**config.mk**
```make
export PLATFORM = sky130hd
export DESIGN_NAME = pmpc_front
export DESIGN_NICKNAME = d
export VERILOG_FILES = /design/src/rtl/pmpc_pkg.sv /design/src/rtl/pmpc_front.sv
export SDC_FILE = /design/constraint.sdc
export NUM_CORES = 1
export LEC_CHECK = 0
export BUFFER_PORTS_ARGS = -buffer_cell sky130_fd_sc_hd__buf_2
export CAP_MARGIN = 20
export CORE_MARGIN = 8
export CORE_UTILIZATION = 56
export DETAILED_ROUTE_END_ITERATION = 12
export GPL_TIMING_DRIVEN = 1
export PLACE_DENSITY_LB_ADDON = 0.05
export SLEW_MARGIN = 0
export SYNTH_ARGS = -nofsm -noshare
export SYNTH_HDL_FRONTEND = slang
export SYNTH_SLANG_ARGS = --single-unit
```
**constraint.sdc**
```tcl
create_clock -name aclk -period 7.58 [get_ports aclk]
set_clock_uncertainty 0.2 [all_clocks]
set_input_delay 2.274 -clock aclk [delete_from_list [all_inputs] [get_ports aclk]]
set_output_delay 2.274 -clock aclk [all_outputs]
set_load 0.01 [all_outputs]
```
**src/rtl/pmpc_pkg.sv**
```systemverilog
`timescale 1ns / 1ps
// ----------------------------------------------------------------------------
// pmpc_pkg
// Shared widths, constants, register indexes and stage payload types of the
// PID motor position controller.
// ----------------------------------------------------------------------------
package pmpc_pkg;

    localparam int TARGET_W   = 8;
    localparam int ENC_W      = 16;
    localparam int SCALE_W    = 8;
    localparam int GAIN_W     = 16;
    localparam int RAW_PROD_W = SCALE_W + ENC_W;
    localparam int MEAS_W     = 15;
    localparam int ERR_W      = 17;
    localparam int INTEG_W    = 16;
    localparam int SUM_W      = 18;
    localparam int DERR_W     = 18;
    localparam int PROD_W     = 35;
    localparam int ACC_W      = 37;
    localparam int FRAC_W     = 8;
    localparam int DRIVE_W    = 9;

    localparam int CFG_ADDR_W = 2;
    localparam int CFG_DATA_W = 16;
    localparam int S_TDATA_W  = 24;
    localparam int M_TDATA_W  = 16;

    localparam int DRIVE_LIMIT = 255;

    localparam logic [MEAS_W-1:0]            MEAS_MAX   = '1;
    localparam logic signed [ERR_W-1:0]      ERR_WINDOW = 17'sd20;
    localparam logic signed [SUM_W-1:0]      INTEG_HI   = 18'sd32767;
    localparam logic signed [SUM_W-1:0]      INTEG_LO   = -18'sd32768;

    typedef enum logic [CFG_ADDR_W-1:0] {
        CFG_MEASURE_SCALE = 2'd0,
        CFG_PROP_GAIN     = 2'd1,
        CFG_INTEG_GAIN    = 2'd2,
        CFG_DERIV_GAIN    = 2'd3
    } cfg_idx_t;

    typedef struct packed {
        logic [SCALE_W-1:0] measure_scale;
        logic [GAIN_W-1:0]  prop_gain;
        logic [GAIN_W-1:0]  integ_gain;
        logic [GAIN_W-1:0]  deriv_gain;
    } cfg_t;

    typedef struct packed {
        logic                tick;
        logic [TARGET_W-1:0] target;
        logic [ENC_W-1:0]    encoder_count;
    } in_item_t;

    typedef struct packed {
        logic                tick;
        logic [TARGET_W-1:0] target;
        logic [MEAS_W-1:0]   measured;
    } meas_t;

    typedef struct packed {
        logic                      tick;
        logic signed [ERR_W-1:0]   err;
        logic signed [INTEG_W-1:0] integ;
        logic signed [DERR_W-1:0]  derr;
    } err_t;

    typedef struct packed {
        logic                     tick;
        logic signed [PROD_W-1:0] p_term;
        logic signed [PROD_W-1:0] i_term;
        logic signed [PROD_W-1:0] d_term;
    } prod_t;

    typedef struct packed {
        logic                    tick;
        logic signed [ACC_W-1:0] acc;
    } acc_t;

endpackage

```
**src/rtl/pmpc_front.sv**
```systemverilog
`timescale 1ns / 1ps
// ----------------------------------------------------------------------------
// pmpc_front
// Input register, encoder scaling with saturation, then error forming and the
// integral / previous-error state update.
// ----------------------------------------------------------------------------
module pmpc_front (
    input  logic                    aclk,
    input  logic                    aresetn,
    input  logic [pmpc_pkg::SCALE_W-1:0] measure_scale,
    input  logic                    in_valid,
    output logic                    in_ready,
    input  pmpc_pkg::in_item_t      in_item,
    output logic                    err_valid,
    input  logic                    err_ready,
    output pmpc_pkg::err_t          err_item
);
    import pmpc_pkg::*;

    logic     a_valid_reg;
    in_item_t a_reg;
    logic     b_valid_reg;
    meas_t    b_reg;
    logic     c_valid_reg;
    err_t     c_reg;

    logic signed [INTEG_W-1:0] integ_reg;
    logic signed [INTEG_W-1:0] integ_next;
    logic signed [ERR_W-1:0]   last_err_reg;

    logic a_en, b_en, c_en;

    logic [RAW_PROD_W-1:0]     raw_prod;
    meas_t                     b_next;

    logic signed [ERR_W-1:0]   err_c;
    logic signed [INTEG_W-1:0] integ_base;
    logic signed [SUM_W-1:0]   sum_c;
    err_t                      c_next;

    // stall chain: a stage loads when empty or when its contents move on
    assign c_en     = !c_valid_reg || err_ready;
    assign b_en     = !b_valid_reg || c_en;
    assign a_en     = !a_valid_reg || b_en;
    assign in_ready = a_en;

    // scaling
    always_comb begin
        raw_prod        = measure_scale * a_reg.encoder_count;
        b_next.tick     = a_reg.tick;
        b_next.target   = a_reg.target;
        if (raw_prod > RAW_PROD_W'(MEAS_MAX)) begin
            b_next.measured = MEAS_MAX;
        end else begin
            b_next.measured = raw_prod[MEAS_W-1:0];
        end
    end

    // error and integral
    always_comb begin
        err_c = $signed({{(ERR_W-TARGET_W){1'b0}}, b_reg.target})
              - $signed({{(ERR_W-MEAS_W){1'b0}}, b_reg.measured});
        // leaving the window restarts the integral
        if ((err_c > ERR_WINDOW) || (err_c < -ERR_WINDOW)) begin
            integ_base = '0;
        end else begin
            integ_base = integ_reg;
        end
        sum_c = $signed({{(SUM_W-INTEG_W){integ_base[INTEG_W-1]}}, integ_base})
              + $signed({{(SUM_W-ERR_W){err_c[ERR_W-1]}}, err_c});
        if (sum_c > INTEG_HI) begin
            integ_next = INTEG_HI[INTEG_W-1:0];
        end else if (sum_c < INTEG_LO) begin
            integ_next = INTEG_LO[INTEG_W-1:0];
        end else begin
            integ_next = sum_c[INTEG_W-1:0];
        end
        c_next.tick  = b_reg.tick;
        c_next.err   = err_c;
        c_next.integ = integ_next;
        c_next.derr  = $signed({{(DERR_W-ERR_W){err_c[ERR_W-1]}}, err_c})
                     - $signed({{(DERR_W-ERR_W){last_err_reg[ERR_W-1]}}, last_err_reg});
    end

    always_ff @(posedge aclk) begin
        if (!aresetn) begin
            a_valid_reg  <= 1'b0;
            b_valid_reg  <= 1'b0;
            c_valid_reg  <= 1'b0;
            integ_reg    <= '0;
            last_err_reg <= '0;
        end else begin
            if (a_en) begin
                a_valid_reg <= in_valid;
            end
            if (b_en) begin
                b_valid_reg <= a_valid_reg;
            end
            if (c_en) begin
                c_valid_reg <= b_valid_reg;
                if (b_valid_reg && b_reg.tick) begin
                    integ_reg    <= integ_next;
                    last_err_reg <= err_c;
                end
            end
        end
    end

    always_ff @(posedge aclk) begin
        if (a_en) begin
            a_reg <= in_item;
        end
        if (b_en) begin
            b_reg <= b_next;
        end
        if (c_en) begin
            c_reg <= c_next;
        end
    end

    assign err_valid = c_valid_reg;
    assign err_item  = c_reg;

endmodule

```
Yosys cells after proc, flatten, opt, wreduce, memory -nomap -nowiden
Index checks and enable logic that the tools add are counted.

word-level totals
  register bits after elaboration = 135

operators by class
  add/sub/neg operators = 3
  magnitude comparators = 5
  multiplexer cells = 3
  reduce and logical (&&, ||, !) cells = 9
  $mul = 1

operators by type and width
  operator                                                          count
  two-way mux 16 bit                                                3
  greater-than comparator 24 x 15 -> 1 bit (second input constant)  1
  multiplier 8 x 16 -> 24 bit                                       1
  adder 16 x 16 -> 17 bit                                           1
  greater-than comparator 17 x 16 -> 1 bit (second input constant)  1
  less-than comparator 17 x 16 -> 1 bit (second input constant)     1
  subtractor 16 x 16 -> 17 bit                                      1
  greater-than comparator 16 x 6 -> 1 bit (second input constant)   1
  less-than comparator 16 x 6 -> 1 bit (second input constant)      1
  subtractor 8 x 15 -> 16 bit                                       1
  logical OR 1 bit                                                  4
  zero test 1 bit                                                   3
  AND reduction 2 bit                                               1
  logical AND 1 bit                                                 1

Longest topological paths before layout
  word-level depth = 8
  depth in mapped cells = 27
  depth with buffers taken out = 26

Worst setup path after synthesis
No wires, ideal clock.

  path kind = input port to flip-flop
  start point = input port measure_scale[7] (netlist name)
  end point = register b_reg[0] (netlist name) (data pin)
  setup time = 0.258 ns
  path slack = 0.005 ns
  arrival = 7.117 ns
  stages on the path = 20
  path through = clkbuf_1 > nand2_1 > fa_1 > fa_1 > inv_1 > fa_1 > fa_1 > ha_1 > o21ai_0 > nand2b_1 > and3_1 > a221o_1 > a31o_2 > a41o_1 > a21oi_1 > nor2_1 > o2111ai_1 > and4_1 > buf_2 > nand2_1

on the way
  word-level cells in the longest chain between the ends = 2

ends and longest elaborated chain
  item                                      RTL line           RTL
  start, declared                           pmpc_front.sv:10   input logic [pmpc_pkg::SCALE_W-1:0] measure_scale,
  multiplier 8 x 16 -> 24 bit               pmpc_front.sv:49   raw_prod = measure_scale * a_reg.encoder_count;
  greater-than comparator 24 x 15 -> 1 bit  pmpc_front.sv:52   if (raw_prod > RAW_PROD_W'(MEAS_MAX)) begin
  end signal, assigned                      pmpc_front.sv:114  b_reg <= b_next;
  end, declared                             pmpc_front.sv:23   meas_t b_reg;

Every way passes these cells.
A chain may end at the register's enable or synchronous reset.

Worst setup path in the final report
  start point = input port measure_scale[7] (netlist name)
  end point = register b_reg[10] (netlist name) (data pin)

on the way
  word-level cells in the longest chain between the ends = 2

ends and longest elaborated chain
  item                                      RTL line
  multiplier 8 x 16 -> 24 bit (*)           pmpc_front.sv:49
  greater-than comparator 24 x 15 -> 1 bit  pmpc_front.sv:52

Mark *: on every way between the ends. The rest lies on a longest branch, timed or not.

==> results.cfg <==
[grt]
number_of_global_route_vias_before_repair = 7773
largest_net_degree_at_the_start_of_global_routing = 53
track_usage_pct = 19.9
antenna_found_initial = 0
grt_first_pass_wirelength_um = 38200
overflow = 0

[drt]
routedWlPerCell_um = 16.3
vias_per_cell = 5.42
antenna_violating_nets_post_route = 0
drt_pass1_iterations = 5
finalWirelength_um = 23000
remaining_drc_errors = 0
dr.first_iter.drc_count = 372
number_of_vias_after_detailed_routing = 7636

[status]
status = complete, no violations

[timing]
finalHoldViolCount = 0
slew_headroom_pct = 29.5
fmaxAchievable_mhz = 139
fin_crit_ps = 7180
worst_slew_pin_slew_ps = 1060
number_of_setup_violations_in_the_final_report = 0
drv_slew = 0
final.period_utilization_pct = 94.7
rsz0062_at_grt = false
post-route-worst-setup-slack_ps = 400

[floorplanning]
std_cell_rows = 50
die_h_um = 154
x_dimension_of_the_die_um = 154
start_util_pct = 56.9
core-area_mm2 = 0.0186
die_area_mm2 = 0.0236
floorplan.io_pins = 91

[critical_path]
crit_required_ps = 7540
nature_of_the_critical_path_endpoint = register
arrival_ps = 7140
cpMostUsedCell = sky130_fd_sc_hd__fa_1
critPathMaxFanout = 15
timing.critical_path.cells = buf_2 > buf_4 > and2_1 > fa_1 > inv_1 > fa_1 > fa_1 > fa_1 > inv_1 > ha_1 > a21o_1 > a21oi_1 > nor2b_1 > a211oi_1 > nor2_1 > a211oi_1 > mux2i_1 > and4_1 > buf_12 > nand2_1
cpPeakStageDelay_ps = 540
critPathKind = input pin to register
worstSetupStartpointType = input pin
slowest_stage = sky130_fd_sc_hd__fa_1

[yosys]
ys_seq_elements = 134
synthesis.yosys.warnings = 0
synth_top_family_by_area = adder cells
syn-mean-instance-area_um2 = 9.98
post_synth_fa_ha_maj_area_fraction_pct = 26.3
ys_seq_area_share_pct = 34.6
synth_ff_type = sky130_fd_sc_hd__edfxtp_1
netlist_area_mm2 = 0.0106
synth.distinct_cells = 78
post_synth_xor_area_fraction_pct = 4.02
yosys.area_share.simple_pct = 16.7
async_reset_ff_share_pct = 0
postSynthCellCount = 1063
synthMuxAreaShare_pct = 0.377
synth-compound-area-share_pct = 11.8
synth_fp_nets = 1268
synth-edff-count = 99

[worst_hold_path]
hp-class = register to register

[power_and_ir_drop]
power_w = 0.00311
irDropWorstVdd_uv = 163
cellLeakagePower_nw = 5.44
power_density_mw_per_mm2 = 260

[clock_network]
post_cts_resize_count = 0
cts.hold.buffers_added = 0
cts_root_buf = sky130_fd_sc_hd__clkbuf_16
clock-sinks = 134
insertion_delay_ps = 420
cts_setup_buffers = 0
cts-htree-levels = 4
total_cts_buffers = 17
tritoncts = built
clock_path_buffers = 2
clock_transition_time_at_the_flip_flop_clock_pins_of_the_worst_setup_and_hold_paths_ps = 60

[layout]
area.growth.synth_to_final_pct = 12.7
finish.instance_area_mm2 = 0.0120
final_layout_size_suffix_gt1_share_pct = 14.5
fin_cells = 1410
largest_reg_flops = 50
layout.nets = 1368
n_antenna_cell = 0
util_after_layout_pct = 64.1

[place]
placed_cells_incl_taps = 1378
io_buffers = 90
place.gp.congestion = 0.864
post-place-ws_ps = -0.222
postPlaceCellArea_mm2 = 0.0114
hpwl_um = 17700

[job]
cap_viol_max_count = 0
worst max-delay path, delay by kind of cell:
| kind | cells | cell delay [ps] |
|---|---|---|
| compound gates | 4 | 940 |
| fa+ha+maj | 5 | 2440 |
| buf+inv | 5 | 530 |
| mux | 1 | 240 |
| simple gates | 5 | 720 |
layer usage:
layer / part of all wire (%) / track usage [%] / up-vias
li1: - / - / 3798
met1: 44 / 24.0 / 3641
met2: 49 / 35.0 / 157
met3: 4.1 / 3.90 / 40
met4: 2.4 / 7.09 / 0
met5: 0 / 0 / -
cell type report:
type                            count  area (um^2)
Clock buffer                       20          458
Clock inverter                     12          116
Fill cell                        1597         6690
Inverter                          142          533
Multi-Input combinational cell    761         6290
Sequential cell                   134         3670
Tap cell                          234          293
Timing Repair Buffer              107          591
metrics by stage:
step           setup TNS (ps)  hold slack (ps)
2_1_floorplan               0              200
3_3_place_gp                0              207
3_5_place_dp           -0.222              207
4_1_cts                     0              225
5_1_grt                     0              233
6_report                    0              221
where the power goes:
group | internal [W] | switching (W) | leakage, nW
clock | 0.000476 | 0.000335 | 0.282
combinational | 0.000621 | 0.000781 | 3.85
sequential | 0.000872 | 0.0000289 | 1.31
cell families (layout without fill, tap and decap cells):
group,after synthesis,in the layout
AOI/OAI and AO/OA,186,186
and+or+nand+nor,352,352
buffers and inverters,168,281
xor gates and xnor gates,47,47
DFF,134,134
adders and majority gates,172,172
muxes,4,4
synthesized netlist by cell type, drive strengths merged (17+ instances only):
| cell type | n | share of area, % |
|---|---|---|
| clkbuf | 20 | 0.71 |
| a21oi | 56 | 2.9 |
| a21o | 18 | 1.3 |
| nor2b | 24 | 1.4 |
| edfxtp | 99 | 28 |
| inv | 142 | 5.0 |
| ha | 81 | 9.6 |
| nand2 | 124 | 4.4 |
| dfxtp | 35 | 6.6 |
| o21ai | 36 | 1.7 |
| and2 | 68 | 4.0 |
| nor2 | 51 | 1.8 |
| fa | 87 | 16 |
| nand3 | 22 | 1.1 |
| xor2 | 17 | 1.4 |
| xnor2 | 30 | 2.6 |
path summary, 6_finish.rpt:
path,from,endpoint,slack [ps],cells after the start
worst min register to register,a_reg[17],b_reg[16],220,0
worst max register to register,b_reg[0],err_item[26],820,25
worst min-delay path,a_reg[17],b_reg[16],220,0
worst max-delay path,measure_scale[7],b_reg[10],400,20
cells in the final DEF, fill, tap and decap left out, types with 13 or more instances in the layout:
cell / instances
sky130_fd_sc_hd__ha_1: 81
sky130_fd_sc_hd__nand3_1: 20
sky130_fd_sc_hd__nor2_1: 50
sky130_fd_sc_hd__and2_1: 67
sky130_fd_sc_hd__clkbuf_16: 18
sky130_fd_sc_hd__nand2_1: 123
sky130_fd_sc_hd__edfxtp_1: 99
sky130_fd_sc_hd__nor2b_1: 24
sky130_fd_sc_hd__buf_4: 16
sky130_fd_sc_hd__buf_2: 90
sky130_fd_sc_hd__xnor2_1: 28
sky130_fd_sc_hd__a31oi_1: 13
sky130_fd_sc_hd__xor2_1: 17
sky130_fd_sc_hd__inv_1: 140
sky130_fd_sc_hd__dfxtp_1: 35
sky130_fd_sc_hd__fa_1: 87
sky130_fd_sc_hd__o21ai_0: 32
sky130_fd_sc_hd__a21o_1: 17
sky130_fd_sc_hd__a21oi_1: 53
No activity file was read; power rests on OpenSTA's default activity.
