<file path="config.mk">
export PLATFORM = sky130hd
export DESIGN_NAME = pmpc_cfg_regs
export DESIGN_NICKNAME = d
export VERILOG_FILES = /design/src/rtl/pmpc_pkg.sv /design/src/rtl/pmpc_cfg_regs.sv
export SDC_FILE = /design/constraint.sdc
export NUM_CORES = 1
export LEC_CHECK = 0
export BUFFER_PORTS_ARGS = -buffer_cell sky130_fd_sc_hd__clkbuf_2
export CORE_MARGIN = 3
export CORE_UTILIZATION = 48
export CTS_CLUSTER_SIZE = 14
export DETAILED_ROUTE_END_ITERATION = 6
export PLACE_DENSITY = 0.83
export SLEW_MARGIN = 5
export SYNTH_ARGS = -nofsm -noshare
export SYNTH_HDL_FRONTEND = slang
export SYNTH_SLANG_ARGS = --single-unit
export TNS_END_PERCENT = 20
</file>
<file path="constraint.sdc">
create_clock -name aclk -period 1.2 [get_ports aclk]
set_input_delay 0.12 -clock aclk [delete_from_list [all_inputs] [get_ports aclk]]
set_output_delay 0.12 -clock aclk [all_outputs]
set_load 0.01 [all_outputs]
</file>
<file path="src/rtl/pmpc_pkg.sv">
`timescale 1ns / 1ps
// ----------------------------------------------------------------------------
// pmpc_pkg
// Shared widths, constants, register indexes and stage payload types of the
// PID motor position controller.
// ----------------------------------------------------------------------------
package pmpc_pkg;

    localparam int TARGET_W   = 8;
    localparam int ENC_W      = 16;
    localparam int SCALE_W    = 8;
    localparam int GAIN_W     = 16;
    localparam int RAW_PROD_W = SCALE_W + ENC_W;
    localparam int MEAS_W     = 15;
    localparam int ERR_W      = 17;
    localparam int INTEG_W    = 16;
    localparam int SUM_W      = 18;
    localparam int DERR_W     = 18;
    localparam int PROD_W     = 35;
    localparam int ACC_W      = 37;
    localparam int FRAC_W     = 8;
    localparam int DRIVE_W    = 9;

    localparam int CFG_ADDR_W = 2;
    localparam int CFG_DATA_W = 16;
    localparam int S_TDATA_W  = 24;
    localparam int M_TDATA_W  = 16;

    localparam int DRIVE_LIMIT = 255;

    localparam logic [MEAS_W-1:0]            MEAS_MAX   = '1;
    localparam logic signed [ERR_W-1:0]      ERR_WINDOW = 17'sd20;
    localparam logic signed [SUM_W-1:0]      INTEG_HI   = 18'sd32767;
    localparam logic signed [SUM_W-1:0]      INTEG_LO   = -18'sd32768;

    typedef enum logic [CFG_ADDR_W-1:0] {
        CFG_MEASURE_SCALE = 2'd0,
        CFG_PROP_GAIN     = 2'd1,
        CFG_INTEG_GAIN    = 2'd2,
        CFG_DERIV_GAIN    = 2'd3
    } cfg_idx_t;

    typedef struct packed {
        logic [SCALE_W-1:0] measure_scale;
        logic [GAIN_W-1:0]  prop_gain;
        logic [GAIN_W-1:0]  integ_gain;
        logic [GAIN_W-1:0]  deriv_gain;
    } cfg_t;

    typedef struct packed {
        logic                tick;
        logic [TARGET_W-1:0] target;
        logic [ENC_W-1:0]    encoder_count;
    } in_item_t;

    typedef struct packed {
        logic                tick;
        logic [TARGET_W-1:0] target;
        logic [MEAS_W-1:0]   measured;
    } meas_t;

    typedef struct packed {
        logic                      tick;
        logic signed [ERR_W-1:0]   err;
        logic signed [INTEG_W-1:0] integ;
        logic signed [DERR_W-1:0]  derr;
    } err_t;

    typedef struct packed {
        logic                     tick;
        logic signed [PROD_W-1:0] p_term;
        logic signed [PROD_W-1:0] i_term;
        logic signed [PROD_W-1:0] d_term;
    } prod_t;

    typedef struct packed {
        logic                    tick;
        logic signed [ACC_W-1:0] acc;
    } acc_t;

endpackage

</file>
<file path="src/rtl/pmpc_cfg_regs.sv">
`timescale 1ns / 1ps
// ----------------------------------------------------------------------------
// pmpc_cfg_regs
// Configuration register file: scale factor and the three Q8.8 gains.
// ----------------------------------------------------------------------------
module pmpc_cfg_regs (
    input  logic                       aclk,
    input  logic                       aresetn,
    input  logic                       cfg_wr_en,
    input  logic [pmpc_pkg::CFG_ADDR_W-1:0] cfg_addr,
    input  logic [pmpc_pkg::CFG_DATA_W-1:0] cfg_wdata,
    output pmpc_pkg::cfg_t             cfg
);
    import pmpc_pkg::*;

    cfg_t cfg_reg;

    always_ff @(posedge aclk) begin
        if (!aresetn) begin
            cfg_reg.measure_scale <= SCALE_W'(1);
            cfg_reg.prop_gain     <= '0;
            cfg_reg.integ_gain    <= '0;
            cfg_reg.deriv_gain    <= '0;
        end else if (cfg_wr_en) begin
            unique case (cfg_idx_t'(cfg_addr))
                CFG_MEASURE_SCALE: cfg_reg.measure_scale <= cfg_wdata[SCALE_W-1:0];
                CFG_PROP_GAIN:     cfg_reg.prop_gain     <= cfg_wdata[GAIN_W-1:0];
                CFG_INTEG_GAIN:    cfg_reg.integ_gain    <= cfg_wdata[GAIN_W-1:0];
                CFG_DERIV_GAIN:    cfg_reg.deriv_gain    <= cfg_wdata[GAIN_W-1:0];
                default:           cfg_reg.measure_scale <= cfg_reg.measure_scale;
            endcase
        end
    end

    assign cfg = cfg_reg;

endmodule

</file>
# After elaboration in Yosys (flattened, before gate mapping)
# Cells that the tools add are included.
# op_classes
eq_ne	3
n_reduce_logical	5
# ops
op	n
2-bit AND reduction	4
2-bit == test (second input constant)	2
2-bit by 1-bit == test with 1-bit output (second input constant)	1
2-bit zero test	1
# word_totals
inputBits	21
reg_bits	56

# Logic depth before layout (Yosys ltp)
# Gate-level depths: netlist (run 1).
# depth
depth_word	2
mapped_depth	4
depth_no_buf	2

# Worst setup path after synthesis (run 1)
# Ideal clock, no wire load.
# synth_path
kind	input to register
from	in cfg_addr[1] (netlist name)
to	reg cfg_reg, in the netlist cfg[48]
setup_time_ps	120
arrival_ps	916
required_ps	1080
n_path_buf	1
path_slack_ps	164
cell_stages	3
path_cell_list	or3b_1 -> buf_6 -> a211o_1
# synth_between
elab_chain_len	2
# synth_lines
item	line_no	rtl
start: declaration	pmpc_cfg_regs.sv:10	input logic [pmpc_pkg::CFG_ADDR_W-1:0] cfg_addr,
2-bit zero test	pmpc_cfg_regs.sv:25	unique case (cfg_idx_t'(cfg_addr))
2-bit AND reduction (no line)	n/a	
end: declaration	pmpc_cfg_regs.sv:16	cfg_t cfg_reg;
# No other way between the ends.
# A chain may end at the register's enable or synchronous reset.

# Worst setup path in the final report (run 1)
# layout_path
from	reg cfg_reg, in the netlist cfg[21]
to	out cfg[21] (netlist name)
# layout_lines
item	line_no	rtl
end: declaration	pmpc_cfg_regs.sv:12	output pmpc_pkg::cfg_t cfg
# No word-level cell between the ends.

==> flow_summary.toml, run 1 <==
[outcome]
outcome = "finished clean"

[yosys]
synth-async-reset-ratio = 0
yosysTopAreaCell = "dfxtp_1"
synth_top_family_by_area = "multiplexers"
netlist.area_leader.share = 0.540
syn_area_mm2 = 0.00207
synthMuxAreaShare = 0.265
yosysWarnings = 0
synth_compound_area_frac = 0.00422
synth_enable_flop_cells = 0
synth.area.top_cells = "dfxtp_1, mux2i_1, nand2_1"
yosysMostFrequentCell = "nand2_1"
syn_avg_cell_area_um2 = 10.2
yosys_most_used_dff = "dfxtp_1"
ys_types = 14
synth-simple-area-share = 0.152
synth_xor_area_frac = 0
syn-instance-count = 203
synth_commonest_cells = "nand2_1, dfxtp_1, mux2i_1"
ys_ff_latch = 56
synth_seq_area_share = 0.540
synthAdderAreaFrac = 0
synth_nets = 224

[timing]
post-route-period-util = 0.769
finalCriticalPeriod_ps = 922
setup-tns-final_ps = 0
setup_viol = 0
skew_ps = 0
hold_violations = 0
worst_slew_margin_rel = 0.794
finalMaxSlewViolations = 0
max_freq_ghz = 1.08
fin_ws_ps = 278
tightest_slew_ps = 310
rsz0062_at_grt = "no"

[critical_path]
reg2reg_from = "cfg[48]$_SDFFE_PN1P_"
setup.worst_path.end_class = "primary output"
r2r-end = "cfg[48]$_SDFFE_PN1P_"
cp-start-kind = "flop"
r2r_slack_ps = 540
path_cells = "clkbuf_2"
cp_data_arrival_time_ps = 800
worst-path-max-fanout = 2
crit_type = "flop to primary output"
crit_required_ps = 1080
critPathBufInv = 1
crit_family = "flip-flops"
cpMaxStageDelayCell = "dfxtp_1"
cpPeakStageDelay_ps = 360
r2r.worst_path.cells = 1

[drt]
drc_errors = 0
vias = 1593
drtIter0Drc = 58
ant_nets = 0
drt-vias-per-instance = 4.86
totalWireLength_um = 4370
first_pass_iters = 4
wl_per_cell_um = 13.3

[clock_tree]
cts_buffers = 5
cts_hold_buffers = 0
cts_root_buf = "clkbuf_8"
cts_tree = "done"
cts_sinks = 56
htreeDepth = 2
cts_resized = 0
clkTransAtPathRegs_ps = 90
clockBufferDepth = 2
postCtsSetupRepairBufs = 0
clkLatencyLatePin_ps = 290

[floorplan]
fp.dieArea_mm2 = 0.00515
rows = 23
die_h_um = 71.7
io_pins = 77
start_util = 0.508
coreArea_mm2 = 0.00409
die_w_um = 71.7

[grt]
use_met1 = 0.228
top_usage_layer = "met2"
grt_max_degree = 36
grt_pass1_vias = 1566
grt_pass1_wl_um = 7380
grt_use_met2 = 0.301
grt_overflow = 0
globalRouteMet3Util = 0.0407
track_usage = 0.179
antenna_found_initial = 0

[cells_and_area]
nFillCells = 356
layout-drive-gt1-share = 0.327
diodes = 0
largest_reg_flops = 56
fin_area_mm2 = 0.00262
syn_to_final_growth_pct = 26.1
finalNetCount = 299

[job]
maxCapViolCount = 0

[min_path]
min_from = "cfg_wdata[11]"
min_path_type = "input port to flop"
hold_path_depth = 3
holdPathEnd = "cfg[27]$_SDFFE_PN0P_"

[placed_design]
dpl_cell_area_mm2 = 0.00254
place.gp.congestion = 0.781
port_buffers = 76
dpl.hpwl_um = 3150
place_ws_ps = 105

[power_and_ir_drop]
power_density_mw_per_mm2 = 1240
leakagePower_nw = 1.38
ir_drop_v = 0.000819
per-stage QoR:
stage,util,instances,total power [mW],hold WS (ps)
2_1_floorplan,-,203,2.20,303
3_3_place_gp,0.621,321,2.35,408
3_5_place_dp,0.621,321,2.36,418
4_1_cts,0.640,328,3.28,100
5_1_grt,0.640,328,3.41,108
6_report,0.640,328,3.24,104
layout make-up:
class | instances | area (um^2) | share of cell area
Clock buffer | 6 | 72.6 | 0.0278
Clock inverter | 1 | 5.00 | 0.00191
Inverter | 1 | 3.75 | 0.00144
Multi-Input combinational cell | 132 | 875 | 0.334
Sequential cell | 56 | 1120 | 0.429
Tap cell | 50 | 62.6 | 0.0239
Timing Repair Buffer | 82 | 475 | 0.182
power by group:
group	leakage (nW)	switching, mW	total, mW	internal (mW)
Clock	0.0410	0.535	0.934	0.398
Combinational	0.886	0.195	0.353	0.158
Sequential	0.455	0.0341	1.96	1.92
Total	1.38	0.764	3.24	2.48
cells in the final DEF (no fill, tap or decap), types with 2 or more instances in the layout:
master / count
dfxtp_1: 56
buf_4: 2
clkbuf_2: 76
nand2_1: 71
buf_12: 4
mux2i_1: 55
clkbuf_8: 5
how the worst max path moves through the flow:
stage	startpoint	to	slack, ps	cells after the start
floorplan	cfg_addr[1]	cfg[48]$_SDFFE_PN1P_	160	3
global placement	cfg_addr[1]	cfg[54]$_SDFFE_PN0P_	140	4
detailed placement	cfg_addr[1]	cfg[51]$_SDFFE_PN0P_	100	4
CTS	cfg[34]$_SDFFE_PN0P_	cfg[34]	270	1
global route	cfg[53]$_SDFFE_PN0P_	cfg[53]	230	1
finish	cfg[21]$_SDFFE_PN0P_	cfg[21]	280	1
logic make-up (layout without fill, tap and decap cells):
family / after synthesis / in the layout
and+or+nand+nor: 76 / 76
DFF: 56 / 56
muxes: 55 / 55
buffers and inverters: 15 / 90
AOI/OAI and AO/OA: 1 / 1
per-layer routing:
metal,wire length [um],vias up
li1,-,818
met1,1930,727
met2,2160,41
met3,215,7
met4,57,0
met5,0,-
Power figures use the tool's default switching activity.
==> run 2: changes to the inputs <==
clock period = 0.93 ns   (was 1.2 ns; I/O delays follow)
==> run 2 against run 1 <==
Against the previous run: wire length rose by 2.9%; critical path type unchanged; largest power group unchanged; first-iteration DRC count fell by 34%; design area rose by 2.2%; highest routed layer unchanged; combinational power rose by 33%.
==> flow_summary.toml, run 2 (same netlist as run 1, synthesis figures left out) <==
[outcome]
outcome = "finished clean"

[clock_tree]
cts_sinks = 56
postCtsSetupRepairBufs = 0
clockBufferDepth = 2
cts_tree = "done"
cts_buffers = 5
htreeDepth = 2
clkTransAtPathRegs_ps = 100
clkLatencyLatePin_ps = 310
cts_root_buf = "clkbuf_8"

[min_path]
min_path_type = "input port to flop"
min_from = "cfg_wdata[14]"

[grt]
grt_pass1_wl_um = 7370
grt_max_degree = 39
track_usage = 0.183
grt_use_met2 = 0.319
grt_overflow = 0
globalRouteMet3Util = 0.0491
grt_pass1_vias = 1568
antenna_found_initial = 0
top_usage_layer = "met2"
use_met1 = 0.216

[cells_and_area]
layout_common_cells = "clkbuf_2, nand2_1, mux2i_1, dfxtp_1, dfxtp_2"
instances_no_fill = 334
finalNetCount = 304
diodes = 0
fin_area_mm2 = 0.00267
final_common_cell = "clkbuf_2"
layout-drive-gt1-share = 0.380
largest_reg_flops = 56
nFillCells = 338
syn_to_final_growth_pct = 28.8

[timing]
post-route-period-util = 0.963
hold_violations = 0
setup_viol = 0
skew_ps = 0
finalCriticalPeriod_ps = 896
max_freq_ghz = 1.12
worst_slew_margin_rel = 0.895
tightest_slew_ps = 153
rsz0062_at_grt = "no"
finalMaxSlewViolations = 0

[power_and_ir_drop]
clockPowerShare = 0.315
total_power_mw = 4.38
netSwitchingPower_mw = 1.08
leakagePower_nw = 1.41
p_int_mw = 3.30
power_density_mw_per_mm2 = 1640
switching_share = 0.246
p_comb_frac = 0.107
ir_drop_v = 0.000924
seq_power_share = 0.578

[drt]
ant_nets = 0
wl_per_cell_um = 13.5
drc_errors = 0
drt-vias-per-instance = 4.91
totalWireLength_um = 4500
drtIter0Drc = 38
first_pass_iters = 4
vias = 1639

[floorplan]
rows = 23
start_util = 0.508
io_pins = 77
coreArea_mm2 = 0.00409
die_w_um = 71.7
fp.dieArea_mm2 = 0.00515
die_h_um = 71.7

[placed_design]
place.gp.congestion = 0.729
dpl.hpwl_um = 3220
dp.cells = 326
port_buffers = 76
dpl_cell_area_mm2 = 0.00256

[critical_path]
path_cells = "clkbuf_2"
cpPeakStageDelay_ps = 360
cp-start-kind = "flop"
crit_required_ps = 840
setup.worst_path.end_class = "primary output"
reg2reg_from = "cfg[48]$_SDFFE_PN1P_"
worst-path-max-fanout = 2
crit_type = "flop to primary output"
critPathBufInv = 1
crit_family = "flip-flops"
worstSetupStartpoint = "cfg[32]$_SDFFE_PN0P_"
cpMaxStageDelayCell = "dfxtp_1"
cp_data_arrival_time_ps = 800

[job]
maxCapViolCount = 0
==> run 2: cell types whose count changed in the layout (fill, tap and decap cells not counted), moves of 2 or more <==
cell	change
buf_4	+6
clkinvlp_4	+2
dfxtp_2	+10
dfxtp_1	-10
==> run 2: worst paths after layout <==
kind,slack (ps),cells after the start,to
setup / recovery,30,1,cfg[32]
hold / removal,50,3,cfg[46]$_SDFFE_PN0P_
setup reg to reg,220,1,cfg[48]$_SDFFE_PN1P_
hold reg to reg,460,2,cfg[11]$_SDFFE_PN0P_
==> run 2: per-stage QoR <==
stage	hold WS, ps	setup WS, ps	setup TNS, ps	util
after global placement	384	-78.6	-574	0.627
final	50.7	34.3	0	0.654
after floorplan	276	-44.0	-44.0	-
after global routing	71.3	0.242	0	0.654
after CTS	46.5	17.7	0	0.651
after detailed placement	388	-98.0	-1060	0.627
==> run 2: per-layer routing <==
metal / up-vias / part of all wire / wire [um]
met4: 0 / 0.014 / 65
met3: 8 / 0.049 / 219
met2: 45 / 0.52 / 2340
li1: 827 / - / -
met1: 759 / 0.42 / 1870
met5: - / 0 / 0
==> run 2: area by class of cell <==
type                       count  area, um^2  area share
clock inverter                 2        15.0     0.00562
tap                           50        62.6      0.0234
inverter                       1        3.75     0.00140
multi-input combinational    132         875       0.327
clock buffer                   6        82.6      0.0309
sequential                    56        1130       0.424
timing repair buffer          87         500       0.187
==> run 2: timing repair <==
action,4_1_cts,5_1_grt
hold buffers,0,0
setup endpoints to repair,0,10
resized for setup,0,10
==> run 2: power groups by stage <==
stage               clock (mW)  sequential (mW)  combinational (mW)
finish                    1.38             2.53               0.470
global placement             0             2.58               0.463
CTS                       1.42             2.52               0.475
floorplan                    0             2.62               0.219
global route              1.50             2.54               0.513
detailed placement           0             2.58               0.473
