### src/rtl/pmpc_pkg.sv
`timescale 1ns / 1ps
// ----------------------------------------------------------------------------
// pmpc_pkg
// Shared widths, constants, register indexes and stage payload types of the
// PID motor position controller.
// ----------------------------------------------------------------------------
package pmpc_pkg;

    localparam int TARGET_W   = 8;
    localparam int ENC_W      = 16;
    localparam int SCALE_W    = 8;
    localparam int GAIN_W     = 16;
    localparam int RAW_PROD_W = SCALE_W + ENC_W;
    localparam int MEAS_W     = 15;
    localparam int ERR_W      = 17;
    localparam int INTEG_W    = 16;
    localparam int SUM_W      = 18;
    localparam int DERR_W     = 18;
    localparam int PROD_W     = 35;
    localparam int ACC_W      = 37;
    localparam int FRAC_W     = 8;
    localparam int DRIVE_W    = 9;

    localparam int CFG_ADDR_W = 2;
    localparam int CFG_DATA_W = 16;
    localparam int S_TDATA_W  = 24;
    localparam int M_TDATA_W  = 16;

    localparam int DRIVE_LIMIT = 255;

    localparam logic [MEAS_W-1:0]            MEAS_MAX   = '1;
    localparam logic signed [ERR_W-1:0]      ERR_WINDOW = 17'sd20;
    localparam logic signed [SUM_W-1:0]      INTEG_HI   = 18'sd32767;
    localparam logic signed [SUM_W-1:0]      INTEG_LO   = -18'sd32768;

    typedef enum logic [CFG_ADDR_W-1:0] {
        CFG_MEASURE_SCALE = 2'd0,
        CFG_PROP_GAIN     = 2'd1,
        CFG_INTEG_GAIN    = 2'd2,
        CFG_DERIV_GAIN    = 2'd3
    } cfg_idx_t;

    typedef struct packed {
        logic [SCALE_W-1:0] measure_scale;
        logic [GAIN_W-1:0]  prop_gain;
        logic [GAIN_W-1:0]  integ_gain;
        logic [GAIN_W-1:0]  deriv_gain;
    } cfg_t;

    typedef struct packed {
        logic                tick;
        logic [TARGET_W-1:0] target;
        logic [ENC_W-1:0]    encoder_count;
    } in_item_t;

    typedef struct packed {
        logic                tick;
        logic [TARGET_W-1:0] target;
        logic [MEAS_W-1:0]   measured;
    } meas_t;

    typedef struct packed {
        logic                      tick;
        logic signed [ERR_W-1:0]   err;
        logic signed [INTEG_W-1:0] integ;
        logic signed [DERR_W-1:0]  derr;
    } err_t;

    typedef struct packed {
        logic                     tick;
        logic signed [PROD_W-1:0] p_term;
        logic signed [PROD_W-1:0] i_term;
        logic signed [PROD_W-1:0] d_term;
    } prod_t;

    typedef struct packed {
        logic                    tick;
        logic signed [ACC_W-1:0] acc;
    } acc_t;

endpackage

### src/rtl/pmpc_out.sv
`timescale 1ns / 1ps
// ----------------------------------------------------------------------------
// pmpc_out
// Truncation toward zero, clamp to the drive limit, hold of the last drive
// for non-tick items, and the result register.
// ----------------------------------------------------------------------------
module pmpc_out (
    input  logic                 aclk,
    input  logic                 aresetn,
    input  logic                 acc_valid,
    output logic                 acc_ready,
    input  pmpc_pkg::acc_t       acc_item,
    output logic                 out_valid,
    input  logic                 out_ready,
    output logic signed [pmpc_pkg::DRIVE_W-1:0] out_drive
);
    import pmpc_pkg::*;

    localparam int Q_W = ACC_W - FRAC_W;
    localparam logic signed [Q_W-1:0]     Q_HI     = Q_W'(DRIVE_LIMIT);
    localparam logic signed [Q_W-1:0]     Q_LO     = -Q_HI;
    localparam logic signed [DRIVE_W-1:0] DRIVE_HI = DRIVE_W'(DRIVE_LIMIT);
    localparam logic signed [DRIVE_W-1:0] DRIVE_LO = -DRIVE_HI;

    logic                      out_valid_reg;
    logic signed [DRIVE_W-1:0] drive_reg;
    logic signed [DRIVE_W-1:0] drive_next;
    logic signed [DRIVE_W-1:0] last_drive_reg;
    logic                      out_en;

    logic signed [ACC_W-1:0]   biased;
    logic signed [Q_W-1:0]     q_c;
    logic signed [DRIVE_W-1:0] clamped;

    assign out_en    = !out_valid_reg || out_ready;
    assign acc_ready = out_en;

    always_comb begin
        // negative values get 255 added first so the shift rounds toward zero
        biased = acc_item.acc
               + $signed({{(ACC_W-FRAC_W){1'b0}}, {FRAC_W{acc_item.acc[ACC_W-1]}}});
        q_c    = biased[ACC_W-1:FRAC_W];
        priority if (q_c >= Q_HI) begin
            clamped = DRIVE_HI;
        end else if (q_c <= Q_LO) begin
            clamped = DRIVE_LO;
        end else begin
            clamped = q_c[DRIVE_W-1:0];
        end
        drive_next = acc_item.tick ? clamped : last_drive_reg;
    end

    always_ff @(posedge aclk) begin
        if (!aresetn) begin
            out_valid_reg  <= 1'b0;
            last_drive_reg <= '0;
        end else if (out_en) begin
            out_valid_reg <= acc_valid;
            if (acc_valid && acc_item.tick) begin
                last_drive_reg <= clamped;
            end
        end
    end

    always_ff @(posedge aclk) begin
        if (out_en) begin
            drive_reg <= drive_next;
        end
    end

    assign out_valid = out_valid_reg;
    assign out_drive = drive_reg;

endmodule

### config.mk
export PLATFORM = sky130hd
export DESIGN_NAME = pmpc_out
export DESIGN_NICKNAME = d
export VERILOG_FILES = /design/src/rtl/pmpc_pkg.sv /design/src/rtl/pmpc_out.sv
export SDC_FILE = /design/constraint.sdc
export NUM_CORES = 1
export LEC_CHECK = 0
export BUFFER_PORTS_ARGS = -buffer_cell sky130_fd_sc_hd__clkbuf_2
export CAP_MARGIN = 15
export CORE_MARGIN = 2
export CORE_UTILIZATION = 55
export DETAILED_ROUTE_END_ITERATION = 8
export PLACE_DENSITY = 0.88
export REMOVE_ABC_BUFFERS = 1
export SETUP_SLACK_MARGIN = 0.15
export SYNTH_ARGS = -nofsm -noshare
export SYNTH_HDL_FRONTEND = slang
export SYNTH_SLANG_ARGS = --single-unit
### constraint.sdc
create_clock -name aclk -period 8.3 [get_ports aclk]
set_input_delay 0.415 -clock aclk [delete_from_list [all_inputs] [get_ports aclk]]
set_output_delay 0.415 -clock aclk [all_outputs]
set_load 0.01 [all_outputs]
# Word level (Yosys, flattened, before mapping)
# Index checks and enable logic that the tools add are counted.
word_totals:
  reg_bits: 19
  latch_bits: 0
  ramBits: 0
  rom_bits: 0
  inputBits: 42
  out_inout_bits: 11
  elab_cells: 13
  mem_count: 0
classes:
  add_sub_neg: 1
  multipliers: 0
  n_div: 0
  order_cmp: 2
  n_eq_ne: 0
  shifts: 0
  mux: 3
  bitwise: 0
  n_reduce_logical: 4
ops:
  columns: ["cell", "n"]
  rows:
  - ["$add 37x9->37", 1]
  - ["$ge 29x9->1 const B", 1]
  - ["$le 29x9->1 const B", 1]
  - ["$mux 9", 3]
  - ["$reduce_and 2->1", 1]
  - ["$logic_and 1x1->1", 1]
  - ["$logic_not 1->1", 1]
  - ["$logic_or 1x1->1", 1]

# Longest topological paths before layout
# Gate-level depths: netlist of run 1.
depth:
  depth_word: 5
  ltp_mapped: 11
  mapped_depth_nobuf: 10

# Least setup slack after synthesis of run 1
# OpenSTA, ideal clock, no wires.
synth_timing:
  kind: "input port to flip-flop"
  startpoint: "input acc_item[2] in the netlist's numbering"
  endpoint: "register drive_reg[7] (netlist: out_drive[7]) (data pin)"
  setup_ns: 0.259
  arrival_time_ns: 2.645
  required_time_ns: 8.041
  slack_ns: 5.396
  path_stages: 11
  n_path_buf: 1
  cell_sequence: "ha_1 -> o21a_1 -> o211ai_1 -> o32ai_2 -> buf_4 -> a311oi_1 -> a31oi_1 -> a2111oi_1 -> and4bb_4 -> nor2_2 -> a211o_1"
synth_between:
  elab_chain_cells: 5
  elab_cells_between_ends: 6
  cone_classes: "add/sub (1); order compare (2); mux (3)"
synth_lines:
  columns: ["item", "line", "rtl"]
  rows:
  - ["from (decl)", "pmpc_out.sv:12", "input pmpc_pkg::acc_t acc_item,"]
  - ["$add 37x9->37 (*)", "pmpc_out.sv:41", "+ $signed({{(ACC_W-FRAC_W){1'b0}}, {FRAC_W{acc_item.acc[ACC_W-1]}}});"]
  - ["$le 29x9->1", "pmpc_out.sv:45", "end else if (q_c <= Q_LO) begin"]
  - ["$mux 9", "pmpc_out.sv:45", null]
  - ["$mux 9 (*)", "pmpc_out.sv:43", "priority if (q_c >= Q_HI) begin"]
  - ["$mux 9 (*)", "pmpc_out.sv:50", "drive_next = acc_item.tick ? clamped : last_drive_reg;"]
  - ["named net drive_next[7]", "pmpc_out.sv:27", "logic signed [DRIVE_W-1:0] drive_next;"]
  - ["to (signal assigned)", "pmpc_out.sv:67", "drive_reg <= drive_next;"]
  - ["to (decl)", "pmpc_out.sv:26", "logic signed [DRIVE_W-1:0] drive_reg;"]
# Mark *: on every way through the listed nets, which the timed path passes. The rest lies on a longest branch.
# A chain may end at the register's enable or synchronous reset.

# Worst setup path after layout of run 1
layout_timing:
  startpoint: "input acc_item[36] in the netlist's numbering"
  endpoint: "register drive_reg[7] (netlist: out_drive[7]) (data pin)"
# The elaborated chain is that of the path after synthesis.

==> results of run 1 <==
## area by class of cell
type	count	area [sq um]
clock buffers	3	22.5
clock inverters	1	7.51
fillers	313	1120
inverters	3	11.3
multi-input cells	180	1360
flip-flops and latches	19	470
well taps	46	57.6
repair buffers	52	260
## cells in the final DEF, fill, tap and decap left out, types with 4 or more instances in the layout
cell type	instances
a211o_1	5
a21oi_1	8
and3_1	5
clkbuf_2	52
dfxtp_1	10
edfxtp_1	9
ha_1	7
nand2_1	16
nand3_1	15
nand4_1	8
nor2_1	7
nor2_2	5
nor2b_1	10
nor3_1	7
nor4_1	6
o21a_1	4
o221a_1	5
o221a_2	5
xnor2_1	12
xor2_1	7
## stage by stage
step | total power, mW | cells | setup slack, ns
global placement | 0.186 | 300 | 4.71
detailed placement | 0.188 | 300 | 4.59
finish | 0.235 | 304 | 4.89
floorplan | 0.155 | 202 | 5.20
global route | 0.249 | 304 | 4.62
CTS | 0.236 | 304 | 4.91
## routing by layer
layer | track usage | vias up | routed length (um)
met5 | 0 | - | 0
met4 | 0.0833 | 0 | 74
met1 | 0.322 | 858 | 2080
met3 | 0.0126 | 7 | 242
li1 | - | 926 | -
met2 | 0.431 | 70 | 2230
## report_power, final
group,switching (mW),leakage (nW),total (mW),internal (mW)
registers,0.00272,0.178,0.110,0.107
clock network,0.0307,0.0139,0.0492,0.0185
logic,0.0433,0.663,0.0763,0.0330
total,0.0767,0.855,0.235,0.159
## worst min-delay path by stage
stage	slack, ns	endpoint
after floorplan	0.47	last_drive_reg[8]
after global placement	0.48	last_drive_reg[8]
after detailed placement	0.51	last_drive_reg[8]
after CTS	0.34	out_valid
after global routing	0.36	out_valid
final	0.33	out_valid
## logic make-up after synthesis
group           synth area share
compound gates             0.273
xor+xnor                  0.0968
fa+ha+maj                 0.0464
buf+inv                   0.0305
flops                      0.249
simple gates               0.304
## critical path, stage by stage
cell,delay (ns)
clkbuf_2,0.19
ha_1,0.37
and4_1,0.23
o211ai_1,0.11
o32ai_2,0.70
and3_1,0.26
a31oi_1,0.09
a2111oi_1,0.42
and4bb_4,0.35
nor2_2,0.08
a211o_1,0.27
==> summary.md, run 1 <==
| Metric | Value |
|---|---|
| Port bufs | 52 |
| Setup Total Neg Slack | 0 ns |
| Endpoints failing setup | 0 |
| Post-CTS Setup Inserts | 0 |
| Vias in the first global route | 1832 |
| Root cell of the clock tree | clkbuf_4 |
| Number of max-cap violations | 0 |
| R2R Setup Slk | between 6 and 7 ns |
| Top FF cell, synth | dfxtp_1 |
| Final wirelength | 4630 um |
| Hold Vio Cnt, Final | 0 |
| Synth warn | 0 |
| CP Capture Point | out_drive[7] |
| Via density | 6.12 |
| Crit path capture type | register |
| Hold path start | acc_valid |
| Critical Path Source | acc_item[36] |
| Gate count of the mapped netlist | roughly 210 |
| Die Height | 62.6 um |
| Yosys top cell area share | 0.143 |
| Register bit count reported by yosys | 19 |
| Layout cells sized above 1 | 0.337 |
| RSZ-0062 raised after global routing | false |
| Peak supply drop | 0.0547 mV |
| Critical path arrival | 3.49 ns |
| Worst setup SP type | input port |
| CTS Buf Count | 3 |
| Dominant cell type by area after synthesis | edfxtp_1 |
| Clock-pin slew on the worst setup and hold paths | 0.11 ns |
| GRT overflow | 0 |
| Drc violations | 0 |
| Fin crit period | approximately 3.4 ns |
| Async SR Flop Fraction | 0 |
| Worst slew pin tran | about 0.8 ns |
| Kind of critical path | in -> reg |
| H-tree Lvls | 1 |
| Static Leakage | 0.855 nW |
| Clock tree from TritonCTS | built |
| Critical Path RT | 8.38 ns |
| Largest net degree at the start of global routing | 19 |
| Fin crit share | 0.411 |
| Layout Nets | 308 |
| EDFF count, synth | 9 |
| Worst Skew | 0.0105 ns |
| Worst r2r src | out_valid |
| Area delta synth->final | 16.0% |
| Hold Path Cell Cnt | 3 |
| Fin area | 2190 sq um |
| Clock Sinks | 19 |
| Gpl congestion | roughly 0.95 |
| CTS max path bufs | 2 |
| Hold-fix buffers, CTS | 0 |
| Dpl cell area | 2160 sq um |
| GRT Overall Usage | 0.246 |
| Ports | 53 |
| Critical R2R Capture | last_drive_reg[4] |
| Hold Slack | 0.335 ns |
| Resize count post-CTS | 0 |
| Routed wire per std cell | 15.2 um |
| Drt pass-1 iters | 4 |
| Via count | 1861 |
| Outcome | completed |
| Hold crit path type | in -> reg |
| Clock Latency Late Sink | 0.32 ns |
| Top-count cell post-synth | nand2_1 |
| Top cells by count, synth | nand2_1 (16), nand3_1 (15), xnor2_1 (12) |
| Initial core utilization | 0.570 |
| Row count | 21 |
| Largest fanout on the critical path | 13 |
| Finished Core Util | 0.661 |
| Mapped Avg Cell Area | between 9 and 10 sq um |
| # diodes | 0 |
| F_max | 293 MHz |
| Detail Route Antenna Nets | 0 |
| Pwr Density | about 110 nW/um^2 |
| Cell variety after synth | 64 |
| Die ar. | roughly 4000 sq um |
| Initial antenna violation count | 0 |
| Netlist Area Pre-Place | 1890 sq um |
| First-pass GRT wire length | 8010 um |
| Post-synthesis sequential area ratio | 0.249 |
| Die W | 62.6 um |
| Synth area leaders | edfxtp_1 (14%), dfxtp_1 (11%), xnor2_1 (5.6%) |
| Final number of max-transition violations | 0 |
| Core area | 3310 sq um |
| Reg2Reg Depth | 4 |
| Slew headroom | 0.460 |
| Iteration-0 DRC Markers | 127 |
| Hpwl dp | 3750 um |
Power figures use the tool's default switching activity.
==> inputs of run 2 (changes only) <==
Settings changed: ABC_AREA set to 1, CORE_UTILIZATION 55 to 53, PLACE_DENSITY 0.88 to 0.83.
Clock period 8.3 ns to 2.9 ns, I/O delays scaled along.
==> summary.md, run 2 <==
| Metric | Value |
|---|---|
| Outcome | completed (unchanged) |
| Hold path start | aresetn (was acc_valid) |
| Initial antenna violation count | 0 (unchanged) |
| Port bufs | 52 (unchanged) |
| Async SR Flop Fraction | 0 (unchanged) |
| Register area | 470 sq um (unchanged) |
| Die Height | 81.1 um (was 62.6 um) |
| Critical Path Max Stage Delay | 0.30 ns (was 0.70 ns) |
| Final number of max-transition violations | 0 (unchanged) |
| Most numerous cell on the critical path | nand2_1 |
| Post-synthesis sequential area ratio | 0.149 (was 0.249) |
| Static Leakage | 2.07 nW (was 0.855 nW) |
| GRT Overall Usage | 0.299 (was 0.246) |
| Worst slew pin tran | 0.453 ns (was 0.802 ns) |
| Synth area leaders | nand2_1 (29%), inv_1 (11%), nand3_1 (11%) (was edfxtp_1 (14%), dfxtp_1 (11%), xnor2_1 (5.6%)) |
| Reg2Reg Depth | 7 (was 4) |
| Vias in the first global route | 3381 (was 1832) |
| Layout Nets | 711 (was 308) |
| CP cell instances | buf_2 -> ha_1 -> nand3_1 -> nand2_2 -> nand2_1 -> nand2_1 -> nand2_1 -> nand2_2 -> nand2_1 -> nand2_1 -> nand2_1 -> nand3_1 -> nor2_1 -> nand2_1 -> nor2_2 -> nand3_4 -> nand3_2 -> nand2_1 -> nand2_1 -> nand2_1 (was clkbuf_2 -> ha_1 -> and4_1 -> o211ai_1 -> o32ai_2 -> and3_1 -> a31oi_1 -> a2111oi_1 -> and4bb_4 -> nor2_2 -> a211o_1) |
| Dominant cell type by area after synthesis | nand2_1 (was edfxtp_1) |
| Drt pass-1 iters | 5 (was 4) |
| Detail Route Antenna Nets | 0 (unchanged) |
| Pwr Density | 243 nW/um^2 (was 108 nW/um^2) |
| CTS Buf Count | 3 (unchanged) |
| Peak supply drop | 0.216 mV (was 0.0547 mV) |
| Core area | 5820 sq um (was 3310 sq um) |
| Number of max-cap violations | 0 (unchanged) |
| Top-count cell post-synth | nand2_1 (unchanged) |
| Critical Path RT | 2.92 ns (was 8.38 ns) |
| Hold Path Cell Cnt | 3 (unchanged) |
| Clock-pin slew on the worst setup and hold paths | 0.07 ns (was 0.11 ns) |
| Fill count | 596 (was 313) |
| GRT overflow | 0 (unchanged) |
| Kind of critical path | in -> reg (unchanged) |
| Gpl congestion | 0.979 (was 0.946) |
| Die W | 81.1 um (was 62.6 um) |
| Cell variety after synth | 28 (was 64) |
| Fin crit share | 0.849 |
| Netlist Area Pre-Place | 3150 sq um (was 1890 sq um) |
| Layout Cells excl Fill | 736 (was 304) |
| Crit path capture type | register (unchanged) |
| Yosys top cell area share | 0.293 (was 0.143) |
| Critical R2R Capture | last_drive_reg[0] (was last_drive_reg[4]) |
| Most common cell after layout, fill and taps aside | nand2_1 (was clkbuf_2) |
| Crit path max-delay family | simple AND/OR/NAND/NOR gates (was compound AO/OA/AOI/OAI gates) |
| Root cell of the clock tree | clkbuf_8 (was clkbuf_4) |
| Synth warn | 0 (unchanged) |
| First-pass GRT wire length | 15400 um (was 8010 um) |
| Largest fanout on the critical path | 11 (was 13) |
| Clock Latency Late Sink | 0.26 ns (was 0.32 ns) |
| Slowest cell on the critical path | ha_1 (was o32ai_2) |
| F_max | 406 MHz |
| Register bit count reported by yosys | 19 (unchanged) |
| Ports | 53 (unchanged) |
| R2R Setup Slk | 1.78 ns (was 6.71 ns) |
| Drc violations | 0 (unchanged) |
| Slew headroom | 0.698 (was 0.460) |
| RSZ-0062 raised after global routing | false (unchanged) |
| Hpwl dp | 7950 um (was 3750 um) |
| Largest net degree at the start of global routing | 19 (unchanged) |
| Hold crit path type | in -> reg (unchanged) |
| Final wirelength | 9440 um (was 4630 um) |
| Worst Skew | 0.00413 ns (was 0.0105 ns) |
| EDFF count, synth | 9 (unchanged) |
| Top cells by count, synth | nand2_1 (246), inv_1 (93), nor2_1 (78) (was nand2_1 (16), nand3_1 (15), xnor2_1 (12)) |
| Clock Sinks | 19 (unchanged) |
| Iteration-0 DRC Markers | 400 (was 127) |
| Area of the multi-input gates | 2300 sq um (was 1360 sq um) |
| CTS max path bufs | 2 (unchanged) |
| Placed cells | 731 (was 300) |
| Clock tree from TritonCTS | built (unchanged) |
| Die ar. | 6580 sq um (was 3920 sq um) |
| Row count | 28 (was 21) |
| Gate count of the mapped netlist | 606 (was 208) |
| Top FF cell, synth | dfxtp_1 (unchanged) |
| Setup Total Neg Slack | 0 ns (unchanged) |
| Hold worst-path end | last_drive_reg[8] (was out_valid) |
| Commonest cells after routing, fill and taps aside | nand2_1 (244), inv_1 (93), nor2_1 (76) (was clkbuf_2 (52), nand2_1 (16), nand3_1 (15)) |
| Layout cells sized above 1 | 0.192 (was 0.337) |
| Routed wire per std cell | 12.8 um (was 15.2 um) |
| Initial core utilization | 0.542 (was 0.570) |
| Via density | 5.28 (was 6.12) |
| Area delta synth->final | 13.6% (was 16.0%) |
| Endpoints failing setup | 0 (unchanged) |
| Buf/Inv on CP | 1 (unchanged) |
| Worst r2r src | out_valid (unchanged) |
| Fin crit period | 2.46 ns |
| Hold-fix buffers, CTS | 0 (unchanged) |
| Hold Vio Cnt, Final | 0 (unchanged) |
| # diodes | 0 (unchanged) |
| Via count | 3884 (was 1861) |
| H-tree Lvls | 1 (unchanged) |
| Critical path arrival | 2.48 ns (was 3.49 ns) |
| Worst setup SP type | input port (unchanged) |
| Mapped Avg Cell Area | 5.20 sq um (was 9.07 sq um) |
-- run 2: how the worst max path moves through the flow --
stage                  from           end  slack, ns  cells after the start
2_1_floorplan   acc_item[5]  out_drive[1]       0.68                     19
3_5_place_dp   acc_item[36]  out_drive[0]       0.10                     19
6_report       acc_item[36]  out_drive[3]       0.44                     20
3_3_place_gp   acc_item[36]  out_drive[3]       0.23                     20
4_1_cts        acc_item[36]  out_drive[0]       0.38                     19
5_1_grt        acc_item[36]  out_drive[3]       0.16                     22
-- run 2: what timing repair did --
action	CTS	global route
setup endpoints to repair	0	9
resized for setup	0	8
setup buffers	0	1
-- run 2: layout make-up --
class                   instances  share of cell area
well taps                      75              0.0262
inverters                     101               0.106
flip-flops and latches         19               0.131
repair buffers                 56              0.0811
clock buffers                   4              0.0126
multi-input cells             481               0.643
-- run 2: worst min-delay path: cells and delay by family --
kind / cells / cell delay [ns]
AO/OA/AOI/OAI: 1 / 0.08
buffers and inverters: 2 / 0.14
-- run 2: cell families after synthesis --
group / Yosys count / synth area share
AND/OR/NAND/NOR: 468 / 0.676
buffers and inverters: 106 / 0.132
flip-flops: 19 / 0.149
AO/OA/AOI/OAI: 6 / 0.0151
adder cells (fa/ha/maj): 7 / 0.0278
-- run 2: per-layer routing --
layer  up-vias  track usage  share of wire
met5         -            0              0
met3        21       0.0400          0.091
met2       186        0.489           0.44
met1      1706        0.401           0.45
li1       1971            -              -
met4         0        0.110          0.027
-- run 2: stage by stage --
step	setup slack (ns)	area, sq um	util	hold slack [ns]	power, mW
6_report	0.438	3580	0.616	0.131	0.871
5_1_grt	0.159	3580	0.616	0.141	0.929
4_1_cts	0.376	3540	0.608	0.134	0.858
3_5_place_dp	0.103	3490	0.600	0.404	0.675
3_3_place_gp	0.232	3490	0.600	0.391	0.666
2_1_floorplan	0.675	3120	-	0.290	0.551
-- run 2: power breakdown --
| part | switching, mW | internal [mW] | leakage, nW |
|---|---|---|---|
| sequential | 0.00853 | 0.307 | 0.180 |
| clock | 0.0905 | 0.0979 | 0.0228 |
| combinational | 0.247 | 0.121 | 1.86 |
| total | 0.346 | 0.525 | 2.07 |
